### config.mk
export PLATFORM = sky130hd
export DESIGN_NAME = hierarchical_tree_lock_manager
export DESIGN_NICKNAME = d
export VERILOG_FILES = /design/src/sv/htlm_pkg.sv /design/src/sv/htlm_ram.sv /design/src/sv/htlm_walk.sv /design/src/sv/htlm_ctrl.sv /design/src/sv/hierarchical_tree_lock_manager.sv
export SDC_FILE = /design/constraint.sdc
export NUM_CORES = 2
export LEC_CHECK = 0
export ABC_AREA = 1
export ABC_CLOCK_PERIOD_IN_PS = 9390
export BUFFER_PORTS_ARGS = -buffer_cell sky130_fd_sc_hd__buf_2
export CAP_MARGIN = 10
export CORE_MARGIN = 1.5
export CORE_UTILIZATION = 30
export CTS_CLUSTER_DIAMETER = 40
export DETAILED_ROUTE_END_ITERATION = 12
export PLACE_DENSITY = 0.53
export SLEW_MARGIN = 20
export SYNTH_ARGS = -nofsm -noshare
export SYNTH_HDL_FRONTEND = slang
export SYNTH_SLANG_ARGS = --single-unit
### constraint.sdc
create_clock -name clock -period 9.39 [get_ports clock]
set_input_delay 1.878 -clock clock [delete_from_list [all_inputs] [get_ports clock]]
set_output_delay 1.878 -clock clock [all_outputs]
set_load 0.005 [all_outputs]
### src/sv/htlm_pkg.sv
package htlm_pkg;

   // Fixed field widths of the request channel
   localparam int NODE_W   = 6;
   localparam int USER_IN_W = 16;
   localparam int PARENT_W = 7;

   // Operation codes
   typedef enum logic [1:0] {
      OP_LOAD    = 2'd0,
      OP_LOCK    = 2'd1,
      OP_UNLOCK  = 2'd2,
      OP_UPGRADE = 2'd3
   } op_type;

   // Sequencer states
   typedef enum logic [6:0] {
      ST_IDLE     = 7'b0000001,
      ST_CLEAR    = 7'b0000010,
      ST_LOOKUP   = 7'b0000100,
      ST_ANC      = 7'b0001000,
      ST_DSC_HEAD = 7'b0010000,
      ST_DSC_WALK = 7'b0100000,
      ST_FINISH   = 7'b1000000
   } state_type;

   // Result of one parent-pointer step
   typedef struct packed {
      logic in_range;
      logic hit;
   } walk_type;

   // Table write enables
   typedef struct packed {
      logic parent;
      logic lock;
      logic owner;
   } mem_we_type;

endpackage

### src/sv/htlm_ram.sv
module htlm_ram #(
   parameter int WIDTH = 8,
   parameter int DEPTH = 64,
   localparam int AW = $clog2(DEPTH)
) (
   input  logic             clock,
   input  logic             we,
   input  logic [AW-1:0]    waddr,
   input  logic [WIDTH-1:0] wdata,
   input  logic [AW-1:0]    raddr,
   output logic [WIDTH-1:0] rdata
);

   logic [WIDTH-1:0] mem_ff [DEPTH];
   logic [WIDTH-1:0] rdata_ff;

   // One write port, one registered read port
   always_ff @(posedge clock) begin
      if (we) begin
         mem_ff[waddr] <= wdata;
      end
      rdata_ff <= mem_ff[raddr];
   end

   assign rdata = rdata_ff;

endmodule

### src/sv/htlm_walk.sv
module htlm_walk #(
   parameter int NODES = 64,
   localparam int IW = $clog2(NODES)
) (
   input  logic [htlm_pkg::PARENT_W-1:0] parent,
   input  logic [IW-1:0]                 target,
   output htlm_pkg::walk_type            res,
   output logic [IW-1:0]                 idx
);

   logic [31:0] ext;

   // Negative or too-large parent values act as the root
   assign ext = {{(32 - htlm_pkg::PARENT_W + 1){1'b0}}, parent[htlm_pkg::PARENT_W-2:0]};
   assign idx = ext[IW-1:0];
   assign res.in_range = !parent[htlm_pkg::PARENT_W-1] && (ext < 32'(NODES));
   assign res.hit      = res.in_range && (idx == target);

endmodule

### src/sv/htlm_ctrl.sv
module htlm_ctrl #(
   parameter int NODES = 64,
   parameter int USER_WIDTH = 16,
   localparam int IW = $clog2(NODES),
   localparam int CW = $clog2(NODES + 1)
) (
   input  logic                          clock,
   input  logic                          reset,
   input  logic                          start,
   output logic                          busy,
   input  htlm_pkg::op_type              req_op,
   input  logic [IW-1:0]                 req_idx,
   input  logic                          req_ok,
   input  logic [USER_WIDTH-1:0]         req_user,
   input  logic [htlm_pkg::PARENT_W-1:0] req_parent,
   input  logic                          lock_rd,
   input  logic [htlm_pkg::PARENT_W-1:0] parent_rd,
   input  logic [USER_WIDTH-1:0]         owner_rd,
   output logic [IW-1:0]                 rd_addr,
   output htlm_pkg::mem_we_type          we,
   output logic [IW-1:0]                 wr_addr,
   output logic                          lock_wd,
   output logic [htlm_pkg::PARENT_W-1:0] parent_wd,
   output logic [USER_WIDTH-1:0]         owner_wd,
   output logic                          rsp_valid,
   output logic                          rsp_granted
);

   htlm_pkg::state_type state_ff, state_in;
   htlm_pkg::op_type    op_ff, op_in;
   logic [IW-1:0]           node_ff, node_in;
   logic [USER_WIDTH-1:0]   user_ff, user_in;
   logic [IW-1:0]           d_ff, d_in;
   logic [CW-1:0]           cnt_ff, cnt_in;
   logic                    any_ff, any_in;
   logic                    rsp_valid_ff, rsp_valid_in;
   logic                    rsp_granted_ff, rsp_granted_in;

   htlm_pkg::walk_type      walk;
   logic [IW-1:0]           walk_idx;
   logic                    d_last;
   logic                    cnt_full;
   logic                    clr;
   logic                    adv;
   logic                    scan;

   // Shared step unit: range check and target compare on one parent value
   htlm_walk #(.NODES(NODES)) u_walk (
      .parent (parent_rd),
      .target (node_ff),
      .res    (walk),
      .idx    (walk_idx)
   );

   assign d_last   = (d_ff == IW'(NODES - 1));
   assign cnt_full = (cnt_ff == CW'(NODES));

   // Sequencer
   always_comb begin
      state_in       = state_ff;
      op_in          = op_ff;
      node_in        = node_ff;
      user_in        = user_ff;
      d_in           = d_ff;
      cnt_in         = cnt_ff;
      any_in         = any_ff;
      rsp_valid_in   = 1'b0;
      rsp_granted_in = rsp_granted_ff;
      rd_addr        = node_ff;
      we             = '0;
      wr_addr        = node_ff;
      lock_wd        = 1'b0;
      parent_wd      = req_parent;
      owner_wd       = user_ff;
      clr            = 1'b0;
      adv            = 1'b0;
      scan           = 1'b0;

      unique case (state_ff)
         htlm_pkg::ST_CLEAR: begin
            we.lock = 1'b1;
            wr_addr = d_ff;
            if (d_last) begin
               d_in     = '0;
               state_in = htlm_pkg::ST_IDLE;
            end else begin
               d_in = d_ff + IW'(1);
            end
         end
         htlm_pkg::ST_IDLE: begin
            if (start) begin
               op_in   = req_op;
               node_in = req_idx;
               user_in = req_user;
               rd_addr = req_idx;
               if (req_op == htlm_pkg::OP_LOAD) begin
                  we.parent      = req_ok;
                  wr_addr        = req_idx;
                  rsp_valid_in   = 1'b1;
                  rsp_granted_in = 1'b1;
               end else if (!req_ok) begin
                  rsp_valid_in   = 1'b1;
                  rsp_granted_in = 1'b0;
               end else begin
                  state_in = htlm_pkg::ST_LOOKUP;
               end
            end
         end
         htlm_pkg::ST_LOOKUP: begin
            rsp_granted_in = 1'b0;
            unique case (op_ff)
               htlm_pkg::OP_LOCK: begin
                  rsp_valid_in = 1'b1;
                  state_in     = htlm_pkg::ST_IDLE;
                  if (!lock_rd) begin
                     we.lock        = 1'b1;
                     we.owner       = 1'b1;
                     lock_wd        = 1'b1;
                     rsp_granted_in = 1'b1;
                  end
               end
               htlm_pkg::OP_UNLOCK: begin
                  rsp_valid_in = 1'b1;
                  state_in     = htlm_pkg::ST_IDLE;
                  if (lock_rd && (owner_rd == user_ff)) begin
                     we.lock        = 1'b1;
                     rsp_granted_in = 1'b1;
                  end
               end
               htlm_pkg::OP_UPGRADE: begin
                  if (lock_rd) begin
                     rsp_valid_in = 1'b1;
                     state_in     = htlm_pkg::ST_IDLE;
                  end else if (!walk.in_range) begin
                     scan = 1'b1;
                  end else begin
                     rd_addr  = walk_idx;
                     cnt_in   = CW'(1);
                     state_in = htlm_pkg::ST_ANC;
                  end
               end
               htlm_pkg::OP_LOAD: begin
                  rsp_valid_in   = 1'b1;
                  rsp_granted_in = 1'b1;
                  state_in       = htlm_pkg::ST_IDLE;
               end
            endcase
         end
         // Ancestor walk: data here is the lock and parent of the current ancestor
         htlm_pkg::ST_ANC: begin
            if (lock_rd) begin
               rsp_valid_in   = 1'b1;
               rsp_granted_in = 1'b0;
               state_in       = htlm_pkg::ST_IDLE;
            end else if (cnt_full || !walk.in_range) begin
               scan = 1'b1;
            end else begin
               rd_addr = walk_idx;
               cnt_in  = cnt_ff + CW'(1);
            end
         end
         // Scan head: lock and parent of candidate d
         htlm_pkg::ST_DSC_HEAD: begin
            if (lock_rd && (d_ff != node_ff)) begin
               if (walk.hit) begin
                  clr = 1'b1;
                  adv = 1'b1;
               end else if (!walk.in_range) begin
                  adv = 1'b1;
               end else begin
                  rd_addr  = walk_idx;
                  cnt_in   = CW'(1);
                  state_in = htlm_pkg::ST_DSC_WALK;
               end
            end else begin
               adv = 1'b1;
            end
         end
         // Upward walk from a locked candidate
         htlm_pkg::ST_DSC_WALK: begin
            if (cnt_full) begin
               adv = 1'b1;
            end else if (walk.hit) begin
               clr = 1'b1;
               adv = 1'b1;
            end else if (!walk.in_range) begin
               adv = 1'b1;
            end else begin
               rd_addr = walk_idx;
               cnt_in  = cnt_ff + CW'(1);
            end
         end
         htlm_pkg::ST_FINISH: begin
            we.lock        = any_ff;
            we.owner       = any_ff;
            lock_wd        = 1'b1;
            rsp_valid_in   = 1'b1;
            rsp_granted_in = any_ff;
            state_in       = htlm_pkg::ST_IDLE;
         end
         default: begin
            state_in = htlm_pkg::ST_IDLE;
         end
      endcase

      // Start of the descendant scan at node zero
      if (scan) begin
         d_in     = '0;
         rd_addr  = '0;
         any_in   = 1'b0;
         state_in = htlm_pkg::ST_DSC_HEAD;
      end

      // Free a locked descendant
      if (clr) begin
         we.lock = 1'b1;
         wr_addr = d_ff;
         lock_wd = 1'b0;
         any_in  = 1'b1;
      end

      // Next candidate, or wrap up after the last one
      if (adv) begin
         if (d_last) begin
            state_in = htlm_pkg::ST_FINISH;
         end else begin
            d_in     = d_ff + IW'(1);
            rd_addr  = d_ff + IW'(1);
            state_in = htlm_pkg::ST_DSC_HEAD;
         end
      end
   end

   // Control registers
   always_ff @(posedge clock) begin
      if (reset) begin
         state_ff     <= htlm_pkg::ST_CLEAR;
         d_ff         <= '0;
         rsp_valid_ff <= 1'b0;
      end else begin
         state_ff     <= state_in;
         d_ff         <= d_in;
         rsp_valid_ff <= rsp_valid_in;
      end
   end

   // Payload registers
   always_ff @(posedge clock) begin
      op_ff          <= op_in;
      node_ff        <= node_in;
      user_ff        <= user_in;
      cnt_ff         <= cnt_in;
      any_ff         <= any_in;
      rsp_granted_ff <= rsp_granted_in;
   end

   assign busy        = (state_ff != htlm_pkg::ST_IDLE);
   assign rsp_valid   = rsp_valid_ff;
   assign rsp_granted = rsp_granted_ff;

endmodule

### src/sv/hierarchical_tree_lock_manager.sv
// Channel    Direction  Ports                                              Beat taken when
// request    in         req_operation req_node req_user req_parent_node   start && !busy
// response   out        rsp_granted                                        rsp_valid (one cycle)
//
// Load, and any operation on a node outside the tree, answers in the next cycle and the
// block takes a new request in that same cycle. Lock and unlock hold busy for a single
// table read. Upgrade steps through the single read port of the parent table, which serves
// every step of the ancestor walk and of each candidate's upward walk. After reset the
// block clears the lock flags, one per cycle, and stays busy until every flag is clear.
// The receiver cannot stall; a response is one beat on rsp_valid.
module hierarchical_tree_lock_manager #(
   parameter int NODES = 64,
   parameter int USER_WIDTH = 16
) (
   input  logic                                 clock,
   input  logic                                 reset,
   input  logic                                 start,
   output logic                                 busy,
   input  logic [1:0]                           req_operation,
   input  logic [htlm_pkg::NODE_W-1:0]          req_node,
   input  logic [htlm_pkg::USER_IN_W-1:0]       req_user,
   input  logic signed [htlm_pkg::PARENT_W-1:0] req_parent_node,
   output logic                                 rsp_valid,
   output logic                                 rsp_granted
);

   localparam int IW = $clog2(NODES);

   logic [31:0]                   node_ext;
   logic [31:0]                   user_ext;
   logic [IW-1:0]                 req_idx;
   logic                          req_ok;
   logic [USER_WIDTH-1:0]         req_user_m;

   logic [IW-1:0]                 rd_addr;
   logic [IW-1:0]                 wr_addr;
   htlm_pkg::mem_we_type          we;
   logic                          lock_wd;
   logic                          lock_rd;
   logic [htlm_pkg::PARENT_W-1:0] parent_wd;
   logic [htlm_pkg::PARENT_W-1:0] parent_rd;
   logic [USER_WIDTH-1:0]         owner_wd;
   logic [USER_WIDTH-1:0]         owner_rd;

   // Request decode: node range check, user masked to USER_WIDTH
   assign node_ext   = {{(32 - htlm_pkg::NODE_W){1'b0}}, req_node};
   assign user_ext   = {{(32 - htlm_pkg::USER_IN_W){1'b0}}, req_user};
   assign req_ok     = (node_ext < 32'(NODES));
   assign req_idx    = node_ext[IW-1:0];
   assign req_user_m = user_ext[USER_WIDTH-1:0];

   htlm_ctrl #(
      .NODES      (NODES),
      .USER_WIDTH (USER_WIDTH)
   ) u_ctrl (
      .clock       (clock),
      .reset       (reset),
      .start       (start),
      .busy        (busy),
      .req_op      (htlm_pkg::op_type'(req_operation)),
      .req_idx     (req_idx),
      .req_ok      (req_ok),
      .req_user    (req_user_m),
      .req_parent  (req_parent_node),
      .lock_rd     (lock_rd),
      .parent_rd   (parent_rd),
      .owner_rd    (owner_rd),
      .rd_addr     (rd_addr),
      .we          (we),
      .wr_addr     (wr_addr),
      .lock_wd     (lock_wd),
      .parent_wd   (parent_wd),
      .owner_wd    (owner_wd),
      .rsp_valid   (rsp_valid),
      .rsp_granted (rsp_granted)
   );

   // Parent table
   htlm_ram #(.WIDTH(htlm_pkg::PARENT_W), .DEPTH(NODES)) u_parent_ram (
      .clock (clock),
      .we    (we.parent),
      .waddr (wr_addr),
      .wdata (parent_wd),
      .raddr (rd_addr),
      .rdata (parent_rd)
   );

   // Lock flags
   htlm_ram #(.WIDTH(1), .DEPTH(NODES)) u_lock_ram (
      .clock (clock),
      .we    (we.lock),
      .waddr (wr_addr),
      .wdata (lock_wd),
      .raddr (rd_addr),
      .rdata (lock_rd)
   );

   // Owners
   htlm_ram #(.WIDTH(USER_WIDTH), .DEPTH(NODES)) u_owner_ram (
      .clock (clock),
      .we    (we.owner),
      .waddr (wr_addr),
      .wdata (owner_wd),
      .raddr (rd_addr),
      .rdata (owner_rd)
   );

   // An accepted request either answers at once or keeps the block busy
   a_accept_progress: assert property (@(posedge clock) disable iff (reset)
      (start && !busy) |=> (rsp_valid || busy))
      else $error("accepted request neither answered nor in progress");

   // A response is only given once the sequencer is back to idle
   a_rsp_idle: assert property (@(posedge clock) disable iff (reset)
      rsp_valid |-> !busy)
      else $error("response while busy");

   // An owner is only written together with setting the node's lock
   a_owner_with_lock: assert property (@(posedge clock) disable iff (reset)
      we.owner |-> (we.lock && lock_wd))
      else $error("owner written without lock");

endmodule
==> results.rst <==
.. list-table::
   :header-rows: 1

   * - Metric
     - Value
   * - Worst skew pair latency
     - 0.89 ns
   * - Count of endpoints failing hold in the final timing report
     - 0
   * - Global Route Usage Sum
     - 17.3%
   * - Number of primary I/O pins
     - 37
   * - Gates resized, CTS repair
     - 0
   * - Asr flop ratio synth
     - 0%
   * - Slew Viols, Final
     - 0
   * - Required time worst endpoint
     - 9.87 ns
   * - Number of sinks handled by clock tree synthesis
     - 1607
   * - Actual slew at the worst max-slew pin
     - 1.14 ns
   * - Postcts setup bufs
     - 0
   * - Vias in the first global route
     - 48100
   * - Synthesized area
     - 72100 sq um
   * - Class of the tightest hold or removal check
     - flip-flop to flip-flop
   * - Critical Path Source Type
     - input pin
   * - Fraction of the mapped netlist area in adder cells
     - 0.139%
   * - Main combinational cell family by area after synthesis
     - simple AND/OR/NAND/NOR gates
   * - DR vias
     - 49800
   * - Post-synth top cells
     - 1658 x sky130_fd_sc_hd__nand3_1, 1568 x sky130_fd_sc_hd__edfxtp_1, 1105 x sky130_fd_sc_hd__nand2_1
   * - Vias per cell
     - 4.96
   * - CP Cell Sequence
     - buf_2 > inv_1 > nor2_2 > nand2_2 > buf_4 > inv_1 > nand3_1 > o21ai_0 > a211oi_1 > a21oi_2 > inv_1 > nor2_1 > buf_4 > nand2_1 > nor2_2
   * - Yosys top cell by area
     - sky130_fd_sc_hd__edfxtp_1
   * - Area growth from synthesis to final layout
     - 17.0%
   * - Most prevalent standard cell on the critical path
     - sky130_fd_sc_hd__inv_1
   * - Syn_nets
     - 6732
   * - Number of antenna violations at the first check in global routing
     - 6
   * - Worst hold margin
     - 0.463 ns
   * - Depth of the worst register-to-register path
     - 19
   * - Endpoint class of the critical path
     - flip-flop
   * - Synthesized-area fraction occupied by and/or/nand/nor cells
     - 24.8%
   * - Number of flops mapped to enable cells by yosys
     - 1568
   * - Core box area
     - 239000 sq um
   * - Site Rows
     - 179
   * - Crit path max fanout
     - 30
   * - TritonCTS clock tree
     - done
   * - Number of setup violations in the final report
     - 0
   * - Clock buffers created by TritonCTS
     - 278
   * - Total Nets Final
     - 6707
   * - Slowest cell on the critical path
     - sky130_fd_sc_hd__nor2_2
   * - DRC violation count after routing
     - 0
   * - Final setup slack of the worst path
     - 3.41 ns
   * - Layout Skew
     - 0.0608 ns
   * - Routed len/inst
     - 21.5 um
   * - Number of buffers between clock root and the deepest sink
     - 4
   * - Routability-driven placement congestion ratio
     - 0.841
   * - Biggest area contributors in the synthesized netlist
     - sky130_fd_sc_hd__edfxtp_1 65%, sky130_fd_sc_hd__nand3_1 12%, sky130_fd_sc_hd__nand3b_1 5.9%, sky130_fd_sc_hd__nand2_1 5.8%, sky130_fd_sc_hd__inv_1 4.7%
   * - FF+latch count, synth
     - 1607
   * - Setup tns final
     - 0 ns
   * - Capturing point of the worst reg2reg path
     - u_owner_ram.rdata[9]$_DFF_P_
   * - Post-synthesis instance total
     - 6690
   * - Vert. Die Dim
     - 493 um
   * - Clock slew at the register clock pins of the worst setup and hold paths
     - 0.05 ns
   * - Synth Flop Type
     - sky130_fd_sc_hd__edfxtp_1
   * - Quantity of hold-fixing buffers added after cts
     - 0
   * - Design Power
     - 28.1 mW
   * - Hold Path Depth
     - 2
   * - Clock root buffer
     - sky130_fd_sc_hd__clkbuf_16
   * - Number of different library cells in the post-synthesis netlist
     - 49
   * - Count leader, synth
     - sky130_fd_sc_hd__nand3_1
   * - Min Clock Period, post-route
     - 5.98 ns
   * - Achievable Freq
     - 167 MHz
   * - Violation count after the first detailed-route iteration
     - 4917
   * - Die area
     - 243000 sq um
   * - Start point of the worst min-delay path
     - u_ctrl.any_ff$_SDFFE_PP1P_
   * - First-pass GRT wire length
     - 318000 um
   * - Maximum vdd drop
     - 0.000447 V
   * - Maximum Capacitance Violations
     - 0
   * - Signal arrival time at the worst endpoint
     - 6.46 ns
   * - Final Routed Wirelength
     - 216000 um
   * - HPWL after DPL
     - 118000 um
   * - Floorplan die width
     - 493 um
   * - Largest net degree at the start of global routing
     - 226
   * - Status
     - completed
   * - Register area share after synthesis
     - 66.4%
   * - Worst slew margin
     - 23.6%
   * - Starting density of the core
     - 30.2%
   * - Hold path endpoint
     - u_ctrl.any_ff$_SDFFE_PP1P_
   * - Fin crit share
     - 63.7%
   * - Layout cells sized above 1
     - 9.63%
   * - Power per cell area
     - 333 nW/um^2
   * - Count of input and output buffers
     - 36
   * - Setup repair after global routing missed its margin
     - no
   * - Area share of the leading cell type in the synthesized netlist
     - 65.3%
   * - Placement-stage worst setup slack
     - 2.62 ns
   * - Multiplexer share of the synthesized area
     - 0%
   * - Warnings, synthesis
     - 0
   * - Maximum cell stage delay along the critical path
     - 0.81 ns
   * - H-tree lvl count
     - 5
   * - LEAKAGE
     - 32.0 nW
   * - Parity-gate share of the synthesized area counting xor and xnor cells
     - 0.206%
   * - Average size of a mapped cell
     - 10.8 sq um
   * - Fraction of the mapped netlist area in compound gates
     - 0.734%
   * - Beginning of the critical path
     - start
   * - Global route total overflow
     - 0
   * - Reg-to-reg critical path startpoint
     - u_parent_ram.rdata[5]$_DFF_P_
   * - Remaining antenna violation count after routing
     - 0
   * - Flop2flop setup slack
     - 3.59 ns
   * - Crit Path Category
     - input pin to flip-flop
   * - Number of detailed-routing iterations run before antenna repair
     - 6
[critical path: cells and delay by family]
family	cells	cell delay, ns
buf+inv	6	1.27
simple gates	6	2.45
compound gates	3	0.80
[how the worst max path moves through the flow]
stage          depth (start not counted)  slack, ns                                   end
2_1_floorplan                         13       3.97   u_owner_ram.mem_ff[11][0]$_DFFE_PP_
3_3_place_gp                          15       2.15   u_owner_ram.mem_ff[29][7]$_DFFE_PP_
3_5_place_dp                          15       2.62   u_owner_ram.mem_ff[29][7]$_DFFE_PP_
4_1_cts                               15       3.54  u_owner_ram.mem_ff[29][13]$_DFFE_PP_
5_1_grt                               15       3.17  u_owner_ram.mem_ff[29][13]$_DFFE_PP_
6_report                              15       3.41  u_owner_ram.mem_ff[29][13]$_DFFE_PP_
[power breakdown]
part           internal [mW]  switching (mW)  leakage (nW)
sequential              8.04           0.149          14.5
clock                   6.35            3.52          4.34
combinational           2.53            7.50          13.2
[routing by layer]
layer	vias up	routed length [um]	GRT usage [%]
met5	-	7	0
met4	2	7550	6.44
met3	431	17700	3.84
met2	1897	96800	26.7
met1	24500	93500	23.9
li1	22900	-	-
[state kept, by name, summed over array words and instances, names as in the netlist]
| signal | cells |
|---|---|
| u_owner_ram.rdata | 16 |
| u_ctrl.d_ff | 6 |
| u_lock_ram.rdata | 1 |
| u_parent_ram.mem_ff | 448 |
| u_ctrl.owner_wd | 16 |
| u_ctrl.state_ff | 7 |
| u_parent_ram.rdata | 7 |
| u_lock_ram.mem_ff | 64 |
| u_owner_ram.mem_ff | 1024 |
| u_ctrl.any_ff | 1 |
| u_ctrl.node_ff | 6 |
| u_ctrl.op_ff | 2 |
| u_ctrl.cnt_ff | 7 |
| u_ctrl.rsp_valid | 1 |
| u_ctrl.rsp_granted | 1 |
[kinds of logic after synthesis]
family	Yosys count
xor+xnor	17
simple gates	3615
flops	1607
fa+ha+maj	8
buf+inv	1359
compound gates	84
[cells in the final DEF (no fill, tap or decap), types with 29 or more instances in the layout]
cell type,n
sky130_fd_sc_hd__nand3_1,1658
sky130_fd_sc_hd__dfxtp_1,39
sky130_fd_sc_hd__buf_4,83
sky130_fd_sc_hd__nand3b_1,562
sky130_fd_sc_hd__nand2_1,1100
sky130_fd_sc_hd__nor2_1,198
sky130_fd_sc_hd__clkinvlp_4,29
sky130_fd_sc_hd__inv_1,899
sky130_fd_sc_hd__clkinv_2,36
sky130_fd_sc_hd__edfxtp_1,1568
sky130_fd_sc_hd__bufinv_16,30
sky130_fd_sc_hd__buf_2,36
sky130_fd_sc_hd__clkbuf_1,32
sky130_fd_sc_hd__clkbuf_16,283
sky130_fd_sc_hd__nor2_2,51
[cell type report]
class / instances / area, sq um
diodes: 1 / 2.50
clock inverters: 162 / 1780
fillers: 23400 / 154000
clock buffers: 316 / 7220
well taps: 3167 / 3960
flip-flops and latches: 1607 / 47900
inverters: 918 / 3460
multi-input cells: 3724 / 18900
repair buffers: 136 / 1150
[through the flow]
step | util [%] | cell area, sq um | std cells
2_1_floorplan | - | 72100 | 6690
3_3_place_gp | 31.6 | 75300 | 9551
3_5_place_dp | 31.6 | 75300 | 9551
4_1_cts | 35.3 | 84300 | 10000
5_1_grt | 35.4 | 84300 | 10000
6_report | 35.4 | 84300 | 10000
No activity file was read; power rests on OpenSTA's default activity.
